## config.mk

```make
export PLATFORM = sky130hd
export DESIGN_NAME = cable_continuity_test_sequencer
export DESIGN_NICKNAME = d
export VERILOG_FILES = /design/src/cct_pkg.sv /design/src/cct_engine.sv /design/src/cable_continuity_test_sequencer.sv
export SDC_FILE = /design/constraint.sdc
export NUM_CORES = 1
export LEC_CHECK = 0
export ABC_AREA = 1
export BUFFER_PORTS_ARGS = -buffer_cell sky130_fd_sc_hd__buf_2
export CORE_AREA = 2 2 198 200
export DETAILED_ROUTE_END_ITERATION = 8
export DIE_AREA = 0 0 200 202
export GPL_ROUTABILITY_DRIVEN = 0
export GPL_TIMING_DRIVEN = 0
export PLACE_DENSITY_LB_ADDON = 0.05
export SLEW_MARGIN = 25
export SYNTH_ARGS = -nofsm -noshare
export SYNTH_HDL_FRONTEND = slang
export SYNTH_SLANG_ARGS = --single-unit
```

## constraint.sdc

```tcl
create_clock -name clock -period 3.6 [get_ports clock]
set_input_delay 0.36 -clock clock [delete_from_list [all_inputs] [get_ports clock]]
set_output_delay 0.36 -clock clock [all_outputs]
set_load 0.005 [all_outputs]
```

## src/cct_pkg.sv

```systemverilog
// package for the cable continuity test sequencer
// shared constants, register indexes and request/result structs
// no dependencies
`timescale 1ns / 1ps
`default_nettype none

package cct_pkg;

   localparam int INPUT_COUNT  = 8;
   localparam int OUTPUT_COUNT = 2;

   // current output runs from 0 up to OUTPUT_COUNT inclusive
   localparam int OUT_IDX_W = $clog2(OUTPUT_COUNT + 1);

   localparam int TIME_W  = 32;
   localparam int CSR_W   = 16;
   localparam int CNT_W   = 4;
   localparam int MASK_W  = 8;
   localparam int INDEX_W = 3;

   // configuration register indexes
   localparam logic [1:0] CSR_SETTLE_TIME     = 2'd0;
   localparam logic [1:0] CSR_SAMPLE_INTERVAL = 2'd1;
   localparam logic [1:0] CSR_SAMPLE_COUNT    = 2'd2;

   localparam logic [CSR_W-1:0] SETTLE_TIME_RESET     = 16'd300;
   localparam logic [CSR_W-1:0] SAMPLE_INTERVAL_RESET = 16'd240;
   localparam logic [CNT_W-1:0] SAMPLE_COUNT_RESET    = 4'd5;

   // request mode codes
   localparam logic MODE_START = 1'b0;
   localparam logic MODE_TICK  = 1'b1;

   typedef struct packed {
      logic [CSR_W-1:0] settle_time;
      logic [CSR_W-1:0] sample_interval;
      logic [CNT_W-1:0] sample_count;
   } cfg_type;

   typedef struct packed {
      logic              mode;
      logic [TIME_W-1:0] now;
      logic              output_readback;
      logic [MASK_W-1:0] input_levels;
      logic              shield_level;
   } req_type;

   typedef struct packed {
      logic               drive_enable;
      logic [INDEX_W-1:0] drive_index;
      logic               restore_low;
      logic               busy_res;
      logic               done_res;
      logic               shielded;
      logic [MASK_W-1:0]  readback_bits;
      logic [MASK_W-1:0]  first_input_mask;
      logic [MASK_W-1:0]  second_input_mask;
      logic               wiring;
   } rsp_type;

endpackage

`default_nettype wire

```

## src/cct_engine.sv

```systemverilog
// test sequencing state and single-pass step logic
// depends on cct_pkg
`timescale 1ns / 1ps
`default_nettype none

module cct_engine
   import cct_pkg::*;
(
   input  wire logic    clock,
   input  wire logic    reset,
   input  wire cfg_type cfg,
   input  wire logic    step_fire,
   input  wire req_type step_req,
   output rsp_type      step_rsp
);

   localparam logic [1:0] PH_IDLE   = 2'd0;
   localparam logic [1:0] PH_SETTLE = 2'd1;
   localparam logic [1:0] PH_SAMPLE = 2'd2;
   localparam logic [1:0] PH_SHIELD = 2'd3;

   logic                 running_ff, running_in;
   logic [1:0]           phase_ff, phase_in;
   logic [TIME_W-1:0]    deadline_ff, deadline_in;
   logic [OUT_IDX_W-1:0] current_output_ff, current_output_in;
   logic [CNT_W-1:0]     sample_number_ff, sample_number_in;
   logic [CNT_W-1:0]     input_high_counts_ff [INPUT_COUNT];
   logic [CNT_W-1:0]     input_high_counts_in [INPUT_COUNT];
   logic [CNT_W-1:0]     shield_count_ff, shield_count_in;
   logic [MASK_W-1:0]    readback_mask_ff, readback_mask_in;
   logic [MASK_W-1:0]    mask0_ff, mask0_in;
   logic [MASK_W-1:0]    mask1_ff, mask1_in;

   logic [TIME_W-1:0]    time_diff;
   logic                 reached;
   logic [TIME_W-1:0]    now_plus1;
   logic [TIME_W-1:0]    dl_settle;
   logic [TIME_W-1:0]    dl_settle_next;
   logic [TIME_W-1:0]    dl_interval;
   logic [CNT_W-1:0]     counts_inc [INPUT_COUNT];
   logic [MASK_W-1:0]    vote;
   logic [CNT_W-1:0]     half_count;
   logic [CNT_W-1:0]     sample_next;
   logic [OUT_IDX_W-1:0] output_next;
   logic [CNT_W-1:0]     shield_next;
   logic                 done;
   logic                 enable;

   // wrapping time compare: reached when now - deadline is not negative
   assign time_diff      = step_req.now - deadline_ff;
   assign reached        = ~time_diff[TIME_W-1];
   assign now_plus1      = step_req.now + 32'd1;
   assign dl_settle      = step_req.now + TIME_W'(cfg.settle_time);
   assign dl_settle_next = now_plus1 + TIME_W'(cfg.settle_time);
   assign dl_interval    = step_req.now + TIME_W'(cfg.sample_interval);
   assign half_count     = cfg.sample_count >> 1;
   assign sample_next    = sample_number_ff + 4'd1;
   assign output_next    = current_output_ff + OUT_IDX_W'(1);
   assign shield_next    = shield_count_ff + CNT_W'(step_req.shield_level);

   always_comb begin
      vote = '0;
      for (int i = 0; i < INPUT_COUNT; i++) begin
         counts_inc[i] = input_high_counts_ff[i] + CNT_W'(step_req.input_levels[i]);
         vote[i]       = (counts_inc[i] > half_count);
      end
   end

   always_comb begin
      running_in        = running_ff;
      phase_in          = phase_ff;
      deadline_in       = deadline_ff;
      current_output_in = current_output_ff;
      sample_number_in  = sample_number_ff;
      input_high_counts_in = input_high_counts_ff;
      shield_count_in   = shield_count_ff;
      readback_mask_in  = readback_mask_ff;
      mask0_in          = mask0_ff;
      mask1_in          = mask1_ff;
      done              = 1'b0;

      if (step_req.mode == MODE_START) begin
         running_in        = 1'b1;
         phase_in          = PH_SETTLE;
         deadline_in       = dl_settle;
         current_output_in = '0;
         sample_number_in  = '0;
         for (int i = 0; i < INPUT_COUNT; i++) input_high_counts_in[i] = '0;
         shield_count_in   = '0;
         readback_mask_in  = '0;
         mask0_in          = '0;
         mask1_in          = '0;
      end else if (running_ff && reached) begin
         unique case (phase_ff)
            PH_IDLE: begin
            end
            PH_SETTLE: begin
               readback_mask_in = readback_mask_ff
                                | (MASK_W'(step_req.output_readback) << current_output_ff);
               phase_in         = PH_SAMPLE;
               deadline_in      = dl_interval;
            end
            PH_SAMPLE: begin
               input_high_counts_in = counts_inc;
               sample_number_in     = sample_next;
               if (sample_next < cfg.sample_count) begin
                  deadline_in = dl_interval;
               end else begin
                  // only the first two outputs keep a connection mask
                  if (current_output_ff == OUT_IDX_W'(0)) mask0_in = mask0_ff | vote;
                  if (current_output_ff == OUT_IDX_W'(1)) mask1_in = mask1_ff | vote;
                  current_output_in = output_next;
                  sample_number_in  = '0;
                  if (output_next < OUT_IDX_W'(OUTPUT_COUNT)) begin
                     for (int i = 0; i < INPUT_COUNT; i++) input_high_counts_in[i] = '0;
                     deadline_in = dl_settle_next;
                     phase_in    = PH_SETTLE;
                  end else begin
                     shield_count_in = '0;
                     deadline_in     = now_plus1;
                     phase_in        = PH_SHIELD;
                  end
               end
            end
            PH_SHIELD: begin
               shield_count_in  = shield_next;
               sample_number_in = sample_next;
               if (sample_next < cfg.sample_count) begin
                  deadline_in = now_plus1;
               end else begin
                  done       = 1'b1;
                  running_in = 1'b0;
                  phase_in   = PH_IDLE;
               end
            end
         endcase
      end
   end

   assign enable = running_in && (phase_in == PH_SETTLE || phase_in == PH_SAMPLE);

   always_comb begin
      step_rsp                   = '0;
      step_rsp.drive_enable      = enable;
      step_rsp.drive_index       = enable ? INDEX_W'(current_output_in) : '0;
      step_rsp.restore_low       = done;
      step_rsp.busy_res          = running_in;
      step_rsp.done_res          = done;
      if (done) begin
         step_rsp.shielded          = (shield_count_in > half_count);
         step_rsp.readback_bits     = readback_mask_in;
         step_rsp.first_input_mask  = mask0_in;
         step_rsp.second_input_mask = mask1_in;
         step_rsp.wiring            = !(mask0_in[0] && mask1_in[1]);
      end
   end

   always_ff @(posedge clock) begin
      if (reset) begin
         running_ff        <= 1'b0;
         phase_ff          <= PH_IDLE;
         deadline_ff       <= '0;
         current_output_ff <= '0;
         sample_number_ff  <= '0;
         for (int i = 0; i < INPUT_COUNT; i++) input_high_counts_ff[i] <= '0;
         shield_count_ff   <= '0;
         readback_mask_ff  <= '0;
         mask0_ff          <= '0;
         mask1_ff          <= '0;
      end else if (step_fire) begin
         running_ff        <= running_in;
         phase_ff          <= phase_in;
         deadline_ff       <= deadline_in;
         current_output_ff <= current_output_in;
         sample_number_ff  <= sample_number_in;
         input_high_counts_ff <= input_high_counts_in;
         shield_count_ff   <= shield_count_in;
         readback_mask_ff  <= readback_mask_in;
         mask0_ff          <= mask0_in;
         mask1_ff          <= mask1_in;
      end
   end

   a_idle_when_stopped: assert property (@(posedge clock) disable iff (reset)
      !running_ff |-> phase_ff == PH_IDLE)
      else $error("phase not idle while test stopped");

   a_drive_index_range: assert property (@(posedge clock) disable iff (reset)
      (phase_ff == PH_SETTLE || phase_ff == PH_SAMPLE)
         |-> current_output_ff < OUT_IDX_W'(OUTPUT_COUNT))
      else $error("driven output beyond output count");

   a_shield_after_outputs: assert property (@(posedge clock) disable iff (reset)
      phase_ff == PH_SHIELD |-> current_output_ff == OUT_IDX_W'(OUTPUT_COUNT))
      else $error("shield phase before all outputs done");

   a_start_restarts: assert property (@(posedge clock) disable iff (reset)
      step_fire && step_req.mode == MODE_START
         |=> running_ff && phase_ff == PH_SETTLE && current_output_ff == '0)
      else $error("start request did not restart the test");

endmodule

`default_nettype wire

```

## src/cable_continuity_test_sequencer.sv

```systemverilog
// path: an accepted request is held in the request register, and its result is then written to the result register
// throughput: one request per cycle while the result side does not stall; the deadline subtract and compare plus the
// next-deadline adders sit between the request register and the result register
// reset: synchronous active high; clears the test state and both handshakes and
// loads the register defaults (settle 300, interval 240, count 5)
// top level: request and result registers, configuration registers; uses cct_pkg, cct_engine
`timescale 1ns / 1ps
`default_nettype none

module cable_continuity_test_sequencer
   import cct_pkg::*;
(
   input  wire logic              clock,
   input  wire logic              reset,

   input  wire logic              req_valid,
   output logic                   req_stall,
   input  wire logic              req_mode,
   input  wire logic [TIME_W-1:0] req_now,
   input  wire logic              req_output_readback,
   input  wire logic [MASK_W-1:0] req_input_levels,
   input  wire logic              req_shield_level,

   output logic                   rsp_valid,
   input  wire logic              rsp_stall,
   output logic                   rsp_drive_enable,
   output logic [INDEX_W-1:0]     rsp_drive_index,
   output logic                   rsp_restore_low,
   output logic                   rsp_busy_res,
   output logic                   rsp_done_res,
   output logic                   rsp_shielded,
   output logic [MASK_W-1:0]      rsp_readback_bits,
   output logic [MASK_W-1:0]      rsp_first_input_mask,
   output logic [MASK_W-1:0]      rsp_second_input_mask,
   output logic                   rsp_wiring,

   input  wire logic              csr_valid,
   output logic                   csr_ready,
   input  wire logic [1:0]        csr_index,
   input  wire logic [CSR_W-1:0]  csr_wdata
);

   cfg_type cfg_ff;
   logic    req_valid_ff, req_valid_in;
   req_type req_ff;
   logic    rsp_valid_ff, rsp_valid_in;
   rsp_type rsp_ff;
   rsp_type step_rsp;
   logic    advance;
   logic    step_fire;
   logic    req_take;

   assign csr_ready = 1'b1;

   always_ff @(posedge clock) begin
      if (reset) begin
         cfg_ff.settle_time     <= SETTLE_TIME_RESET;
         cfg_ff.sample_interval <= SAMPLE_INTERVAL_RESET;
         cfg_ff.sample_count    <= SAMPLE_COUNT_RESET;
      end else if (csr_valid && csr_ready) begin
         unique case (csr_index)
            CSR_SETTLE_TIME:     cfg_ff.settle_time     <= csr_wdata;
            CSR_SAMPLE_INTERVAL: cfg_ff.sample_interval <= csr_wdata;
            CSR_SAMPLE_COUNT:    cfg_ff.sample_count    <= csr_wdata[CNT_W-1:0];
            default: begin
            end
         endcase
      end
   end

   // the held request moves on whenever the result register is free or being emptied
   assign advance   = !rsp_valid_ff || !rsp_stall;
   assign step_fire = req_valid_ff && advance;
   assign req_stall = req_valid_ff && !advance;
   assign req_take  = req_valid && !req_stall;

   assign req_valid_in = req_take ? 1'b1 : (req_valid_ff && !advance);
   assign rsp_valid_in = step_fire ? 1'b1 : (rsp_valid_ff && rsp_stall);

   always_ff @(posedge clock) begin
      if (reset) begin
         req_valid_ff <= 1'b0;
         rsp_valid_ff <= 1'b0;
      end else begin
         req_valid_ff <= req_valid_in;
         rsp_valid_ff <= rsp_valid_in;
      end
   end

   always_ff @(posedge clock) begin
      if (req_take) begin
         req_ff.mode            <= req_mode;
         req_ff.now             <= req_now;
         req_ff.output_readback <= req_output_readback;
         req_ff.input_levels    <= req_input_levels;
         req_ff.shield_level    <= req_shield_level;
      end
      if (step_fire) rsp_ff <= step_rsp;
   end

   cct_engine u_engine (
      .clock    (clock),
      .reset    (reset),
      .cfg      (cfg_ff),
      .step_fire(step_fire),
      .step_req (req_ff),
      .step_rsp (step_rsp)
   );

   assign rsp_valid             = rsp_valid_ff;
   assign rsp_drive_enable      = rsp_ff.drive_enable;
   assign rsp_drive_index       = rsp_ff.drive_index;
   assign rsp_restore_low       = rsp_ff.restore_low;
   assign rsp_busy_res          = rsp_ff.busy_res;
   assign rsp_done_res          = rsp_ff.done_res;
   assign rsp_shielded          = rsp_ff.shielded;
   assign rsp_readback_bits     = rsp_ff.readback_bits;
   assign rsp_first_input_mask  = rsp_ff.first_input_mask;
   assign rsp_second_input_mask = rsp_ff.second_input_mask;
   assign rsp_wiring            = rsp_ff.wiring;

endmodule

`default_nettype wire
```

==> results.json, run 1 <==
{
  "fill_cells": 3841,
  "synth_top_family_by_area": "simple AND/OR/NAND/NOR gates",
  "skew_ps": 20.38,
  "path_clk_slew_ps": 70,
  "cts-htree-levels": 1,
  "rows": 72,
  "clk_latency_ps": 580,
  "worst_setup_path_start_kind": "register",
  "violations": "setup timing",
  "worstPathArrival_ps": 3950,
  "synth_mux_area_frac": 0.0006464,
  "cts.sinks": 213,
  "drt-initial-drc-count": 959,
  "final_antenna_net_count": 0,
  "numCtsBuffers": 26,
  "hpwl_um": 43070,
  "period_needed_ps": 3634,
  "finalHoldViolCount": 0,
  "ys.flop_type": "dfxtp_1",
  "ys_ff_latch": 213,
  "fp.dieArea_sq_mm": 0.04040,
  "clockBufferDepth": 3,
  "placed_area_sq_mm": 0.01666,
  "yosysWarnings": 0,
  "synth_nets": 2385,
  "grt_pass1_wl_um": 84270,
  "start_util": 0.4045,
  "routed_wl_um": 56580,
  "setup_ws_ps": -33.53,
  "powerDensity_mw_per_mm2": 378.8,
  "cts_root_buffer": "clkbuf_16",
  "core_area_sq_mm": 0.03829,
  "dr.pass1.iters": 7,
  "slew_viol_final": 0,
  "antenna_found_initial": 0,
  "worst_pin_slew_ps": 1063,
  "wl_per_cell_um": 19.10,
  "synthCells": 2181,
  "grt_pass1_vias": 14740,
  "nets": 2627,
  "cp-end-kind": "register",
  "die_x_um": 200,
  "rsz0062_at_grt": "true",
  "drive_gt1_frac": 0.1817,
  "die_h_um": 202,
  "ys_async_sr_fraction": 0,
  "fin_setup_tns_ps": -33.53,
  "avgSynthCellArea_sq_um": 7.100,
  "overflow": 0,
  "critPathKind": "reg -> reg",
  "area_growth_pct": 24.13,
  "status": "complete, but fails checks",
  "multi_input_area_sq_mm": 0.009813,
  "io_buffers": 99,
  "ioPinCount": 102,
  "yosys.cell_types.count": 56,
  "cts_tree": "built",
  "synth.yosys.seq_area_share": 0.3232,
  "synth_edf_count": 74,
  "post-route-period-util": 1.009,
  "relSlewSlack": 0.2916,
  "seq_area_sq_mm": 0.005009,
  "fmax_ghz": 0.2752,
  "via_count": 15680,
  "final_cell_area_sq_mm": 0.01922,
  "finalSetupViolations": 1,
  "max-vdd-ir-drop_uv": 343.1,
  "synth_compound_area_frac": 0.1661,
  "grt_max_degree": 44,
  "min_path_type": "in -> reg",
  "synth_area_sq_mm": 0.01549,
  "worstPathMaxFanout": 10,
  "grtUsageTotal": 0.2764,
  "synth-simple-area-share": 0.2763,
  "synth_xor_area_frac": 0.03846,
  "via_per_inst": 5.294,
  "synthAdderAreaFrac": 0.1130,
  "layout_common_cells": "407 x nand2_1, 232 x nor2_1, 231 x inv_1, 199 x a21oi_1, 176 x o21ai_0",
  "layout_commonest_cell": "nand2_1",
  "cp.required_ps": 3920,
  "p_leak_nw": 8.603,
  "max-cap-violations": 0,
  "drc": 0
}
==> layout make-up <==
class	count	share of cell area
clock inverter	19	0.01543
buffer	60	0.01595
multi-input combinational	1648	0.5105
clock buffer	29	0.03443
timing repair buffer	215	0.07823
sequential	213	0.2605
inverter	259	0.05109
tap	518	0.03372
antenna	1	0.0001302
==> synthesized netlist by cell type (all sizes together) (28+ instances only) <==
cell	number	area, sq um
a21oi	212	1069
xnor2	28	245.2
clkbuf	29	108.9
buf	32	183.9
dfxtp	139	2783
nand2	461	1815
nand3	141	733.2
nor2	290	1285
edfxtp	74	2222
inv	255	959.7
ha	135	1689
xor2	40	350.3
o21ai	188	940.9
==> registers in the layout (all words and copies together) (netlist names), 2 cells and up <==
| register | cells |
|---|---|
| u_engine.mask1_ff | 8 |
| u_engine.shield_count_ff | 4 |
| rsp_readback_bits | 8 |
| u_engine.input_high_counts_ff | 32 |
| u_engine.readback_mask_ff | 8 |
| u_engine.mask0_ff | 8 |
| u_engine.phase_ff | 2 |
| rsp_drive_index | 2 |
| u_engine.current_output_ff | 2 |
| rsp_first_input_mask | 8 |
| cfg_ff | 36 |
| u_engine.deadline_ff | 32 |
| req_ff | 43 |
| rsp_second_input_mask | 8 |
| u_engine.sample_number_ff | 4 |
==> where the power goes <==
group / switching [mW] / total (mW) / internal [mW] / leakage, nW
sequential: 0.103 / 2.70 / 2.60 / 1.86
combinational: 1.03 / 1.61 / 0.580 / 6.28
clock: 1.13 / 2.97 / 1.84 / 0.464
==> repair_timing <==
item,in CTS,in global routing
cloned,0,0
hold buffers,44,0
pin swaps,4,49
endpoints found under the setup margin,21,24
endpoints found under the hold margin,44,0
gates resized for setup,30,107
buffers inserted,22,49
==> routing by layer <==
| metal | GRT usage | up-vias | routed length (um) |
|---|---|---|---|
| li1 | - | 7767 | - |
| met1 | 0.3460 | 7231 | 23750 |
| met2 | 0.4650 | 546 | 26270 |
| met3 | 0.04939 | 138 | 3934 |
| met4 | 0.1172 | 0 | 2626 |
| met5 | 0 | - | 0 |
==> critical path, cell delays in order (launching register included) <==
cell and delay, ps:
edfxtp_1 460, buf_1 710, buf_1 690, clkdlybuf4s15_2 610
o211ai_1 200, inv_1 100, ha_1 250, a21oi_1 130
o21ai_0 90, nand2_1 90, a21oi_2 60
==> metrics by stage <==
stage	power (mW)	worst slack, ps	instances	hold WS [ps]	util
after CTS	7.206	5.976	2912	2.654	0.4790
after global placement	4.128	-511.2	2798	425.5	0.4343
final	7.281	-33.53	2962	21.15	0.5021
after detailed placement	4.146	-534.1	2799	429.1	0.4352
after floorplan	3.653	529.0	2181	416.4	-
after global routing	7.605	-92.17	2961	19.05	0.5020
==> cells by family after synthesis <==
family / count (synthesis)
AOI/OAI and AO/OA: 475
muxes: 1
xor gates and xnor gates: 68
DFF: 213
other: 2
buffers and inverters: 320
adders and majority gates: 138
and+or+nand+nor: 964
==> final timing paths <==
path	start	endpoint	slack, ps	cells after the start
setup / recovery	req_ff[42]$_DFFE_PP_	rsp_shielded$_SDFFCE_PN0P_	-30	10
hold reg to reg	u_engine.readback_mask_ff[4]$_SDFFE_PP0P_	u_engine.readback_mask_ff[4]$_SDFFE_PP0P_	440	2
hold / removal	csr_wdata[5]	cfg_ff[25]$_SDFFE_PP1P_	20	3
setup reg to reg	req_ff[42]$_DFFE_PP_	rsp_shielded$_SDFFCE_PN0P_	-30	10
Power figures use the tool's default switching activity.
==> run 2, diff against run 1 <==
--- a/config.mk
+++ b/config.mk
@@ -5,11 +5,12 @@
 export SDC_FILE = /design/constraint.sdc
 export NUM_CORES = 1
 export LEC_CHECK = 0
-export ABC_AREA = 1
 export BUFFER_PORTS_ARGS = -buffer_cell sky130_fd_sc_hd__buf_2
-export CORE_AREA = 2 2 198 200
+export CELL_PAD_IN_SITES_DETAIL_PLACEMENT = 0
+export CELL_PAD_IN_SITES_GLOBAL_PLACEMENT = 1
+export CORE_AREA = 2 2 217 219
 export DETAILED_ROUTE_END_ITERATION = 8
-export DIE_AREA = 0 0 200 202
+export DIE_AREA = 0 0 219 221
 export GPL_ROUTABILITY_DRIVEN = 0
 export GPL_TIMING_DRIVEN = 0
 export PLACE_DENSITY_LB_ADDON = 0.05
==> results.json, run 2 <==
{
  "status": "complete, but fails checks",
  "violations": "setup timing",
  "ys_ff_latch": 213,
  "numCtsBuffers": 28,
  "synthTopCellsByCount": "192 x nand2_1, 177 x nor2_1, 165 x a21oi_1",
  "drive_gt1_frac": 0.2131,
  "placed_area_sq_mm": 0.01591,
  "avgSynthCellArea_sq_um": 8.263,
  "wl_met2_um": 25290,
  "routed_wl_um": 57110,
  "core_area_sq_mm": 0.04606,
  "rows": 79,
  "grt_pass1_wl_um": 84790,
  "synth_top_area_share": 0.1912,
  "period_needed_ps": 3799,
  "cp-end-kind": "register",
  "grtUsageTotal": 0.2314,
  "powerDensity_mw_per_mm2": 357.0,
  "hold_slack_ps": 39.02,
  "layout_common_cells": "184 x nand2_1, 163 x nor2_1, 145 x a21oi_1, 138 x dfxtp_1, 121 x ha_1",
  "clockBufferDepth": 3,
  "die_x_um": 219,
  "synth_nets": 1965,
  "cts-htree-levels": 1,
  "wl_met3_um": 2760,
  "max-vdd-ir-drop_uv": 388.1,
  "largest-register": "req_ff",
  "seq_area_sq_mm": 0.005009,
  "dp_cells": 2471,
  "worst_setup_path_start_kind": "register",
  "largest_reg_flops": 43,
  "cts.sinks": 213,
  "wl_met1_um": 27380,
  "final_cell_count_no_fill": 2659,
  "fmax_ghz": 0.2632,
  "finalHoldViolCount": 0,
  "critPathMaxStageDelay_ps": 570,
  "final_antenna_net_count": 0,
  "fp.dieArea_sq_mm": 0.04840,
  "area_growth_pct": 30.79,
  "dr.pass1.iters": 5,
  "slew_viol_final": 0,
  "overflow": 0,
  "min_path_type": "in -> reg",
  "reg_top3": "req_ff: 43 flops, cfg_ff: 36 flops",
  "cts_tree": "built",
  "via_per_inst": 5.270,
  "skew_ps": 26.61,
  "ys_async_sr_fraction": 0,
  "layout_commonest_cell": "nand2_1",
  "hpwl_um": 41480,
  "die_h_um": 221,
  "max-cap-violations": 0,
  "yosys-top-cells-area": "dfxtp_1 19%, edfxtp_1 15%, ha_1 12%, a21oi_1 5.7%, nand2_1 5.0%",
  "io_buffers": 98,
  "cp_cell_sequence": "ha_1 -> a21o_1 -> a221oi_2 -> o21ai_2 -> a2111o_1 -> a21o_1 -> or2_4 -> a21oi_2 -> nor2_1 -> ha_1 -> nor2b_1 -> o21a_1 -> o21ai_2 -> a21oi_1",
  "worst_pin_slew_ps": 1051,
  "yosys.cell_types.count": 81,
  "worstPathArrival_ps": 4100,
  "p_leak_nw": 7.386,
  "rsz0062_at_grt": "true",
  "via_count": 14010,
  "antenna_found_initial": 0,
  "slowest_stage": "edfxtp_1",
  "clk_latency_ps": 580,
  "nets": 2233,
  "ioPinCount": 102,
  "grt_max_degree": 22,
  "fill_cells": 4767,
  "multi_input_area_sq_mm": 0.009888,
  "worstPathMaxFanout": 4,
  "grt_pass1_vias": 13740,
  "path_delay_family": "compound AO/OA/AOI/OAI gates",
  "wl_per_cell_um": 21.48,
  "ys.flop_type": "dfxtp_1",
  "drc": 0,
  "start_util": 0.3159,
  "cts_root_buffer": "clkbuf_16",
  "synth_area_sq_mm": 0.01455,
  "synth_most_common_cell": "nand2_1",
  "synth_edf_count": 74,
  "synthCells": 1761,
  "final_cell_area_sq_mm": 0.01903,
  "post-route-period-util": 1.055,
  "setup_ws_ps": -198.8,
  "cp.required_ps": 3900,
  "crit_buf_inv": 0,
  "finalSetupViolations": 29,
  "synth.yosys.seq_area_share": 0.3439,
  "relSlewSlack": 0.2994,
  "critPathKind": "reg -> reg",
  "highest_layer": "met4",
  "yosysTopAreaCell": "dfxtp_1",
  "path_clk_slew_ps": 60,
  "yosysWarnings": 0,
  "drt-initial-drc-count": 845
}
==> run 2: changes by cell type in the layout (fill, tap and decap cells not counted), moves of 26 or more <==
cell,before,now
a21oi_1,199,145
clkbuf_1,29,55
inv_1,231,69
nand2_1,407,184
nand2_2,43,6
nand3_1,133,64
nor2_1,232,163
nor2_2,37,10
nor3_1,12,43
o21ai_0,176,68
xor2_1,35,62
==> run 2: logic make-up after synthesis <==
logic type / synth area share
buf+inv: 0.04187
mux: 0.004901
other cells: 0.0005161
simple gates: 0.2173
compound gates: 0.1985
flops: 0.3439
fa+ha+maj: 0.1202
xor+xnor: 0.07283
==> run 2: metrics by stage <==
stage,setup WS [ps],utilization,setup TNS [ps],power (mW)
2_1_floorplan,0.6981,-,0,3.350
3_3_place_gp,-1231,0.3431,-109010,3.724
3_5_place_dp,-1087,0.3454,-53360,3.736
4_1_cts,-330.4,0.3969,-3315,6.771
5_1_grt,-311.8,0.4131,-6790,7.093
6_report,-198.8,0.4132,-2694,6.795
==> run 2: where the power goes <==
group	internal [mW]	switching [mW]	leakage, nW
registers	2.57	0.0699	1.85
logic	0.538	0.774	5.08
clock network	1.65	1.19	0.455
total	4.76	2.03	7.39
==> run 2: repair_timing <==
| action | 4_1_cts | 5_1_grt |
|---|---|---|
| buffers inserted | 57 | 34 |
| pin swaps | 41 | 88 |
| hold buffers | 48 | 0 |
| endpoints found under the setup margin | 114 | 89 |
| endpoints found under the hold margin | 49 | 0 |
| resized for setup | 140 | 109 |
==> run 2: cell type report <==
class | count | area share
well taps | 607 | 0.03991
clock buffers | 36 | 0.04221
plain buffers | 81 | 0.01992
repair buffers | 241 | 0.09316
inverters | 75 | 0.01499
multi-input cells | 1389 | 0.5196
clock inverters | 16 | 0.006969
flip-flops and latches | 213 | 0.2632
diodes | 1 | 0.0001315
==> run 2: worst min-delay path, delay by kind of cell <==
kind                   cells  cell delay, ps
and+or+nand+nor            1              50
AOI/OAI and AO/OA          1              50
buffers and inverters      1             110
==> run 2: worst paths after layout <==
path         slack (ps)                                       from  cells past startpoint                                         to
max                -200                       req_ff[15]$_DFFE_PP_                     14                 rsp_shielded$_SDFFCE_PN0P_
min                  40                              csr_wdata[12]                      3                    cfg_ff[32]$_SDFFE_PP0P_
max reg2reg        -200                       req_ff[15]$_DFFE_PP_                     14                 rsp_shielded$_SDFFCE_PN0P_
min reg2reg         440  u_engine.readback_mask_ff[7]$_SDFFE_PP0P_                      2  u_engine.readback_mask_ff[7]$_SDFFE_PP0P_
==> run 2: metal layers <==
layer  vias to the layer above  track usage
li1                       6899            -
met1                      6684       0.3227
met2                       340       0.3615
met3                        89      0.03780
met4                         0      0.07781
met5                         -            0
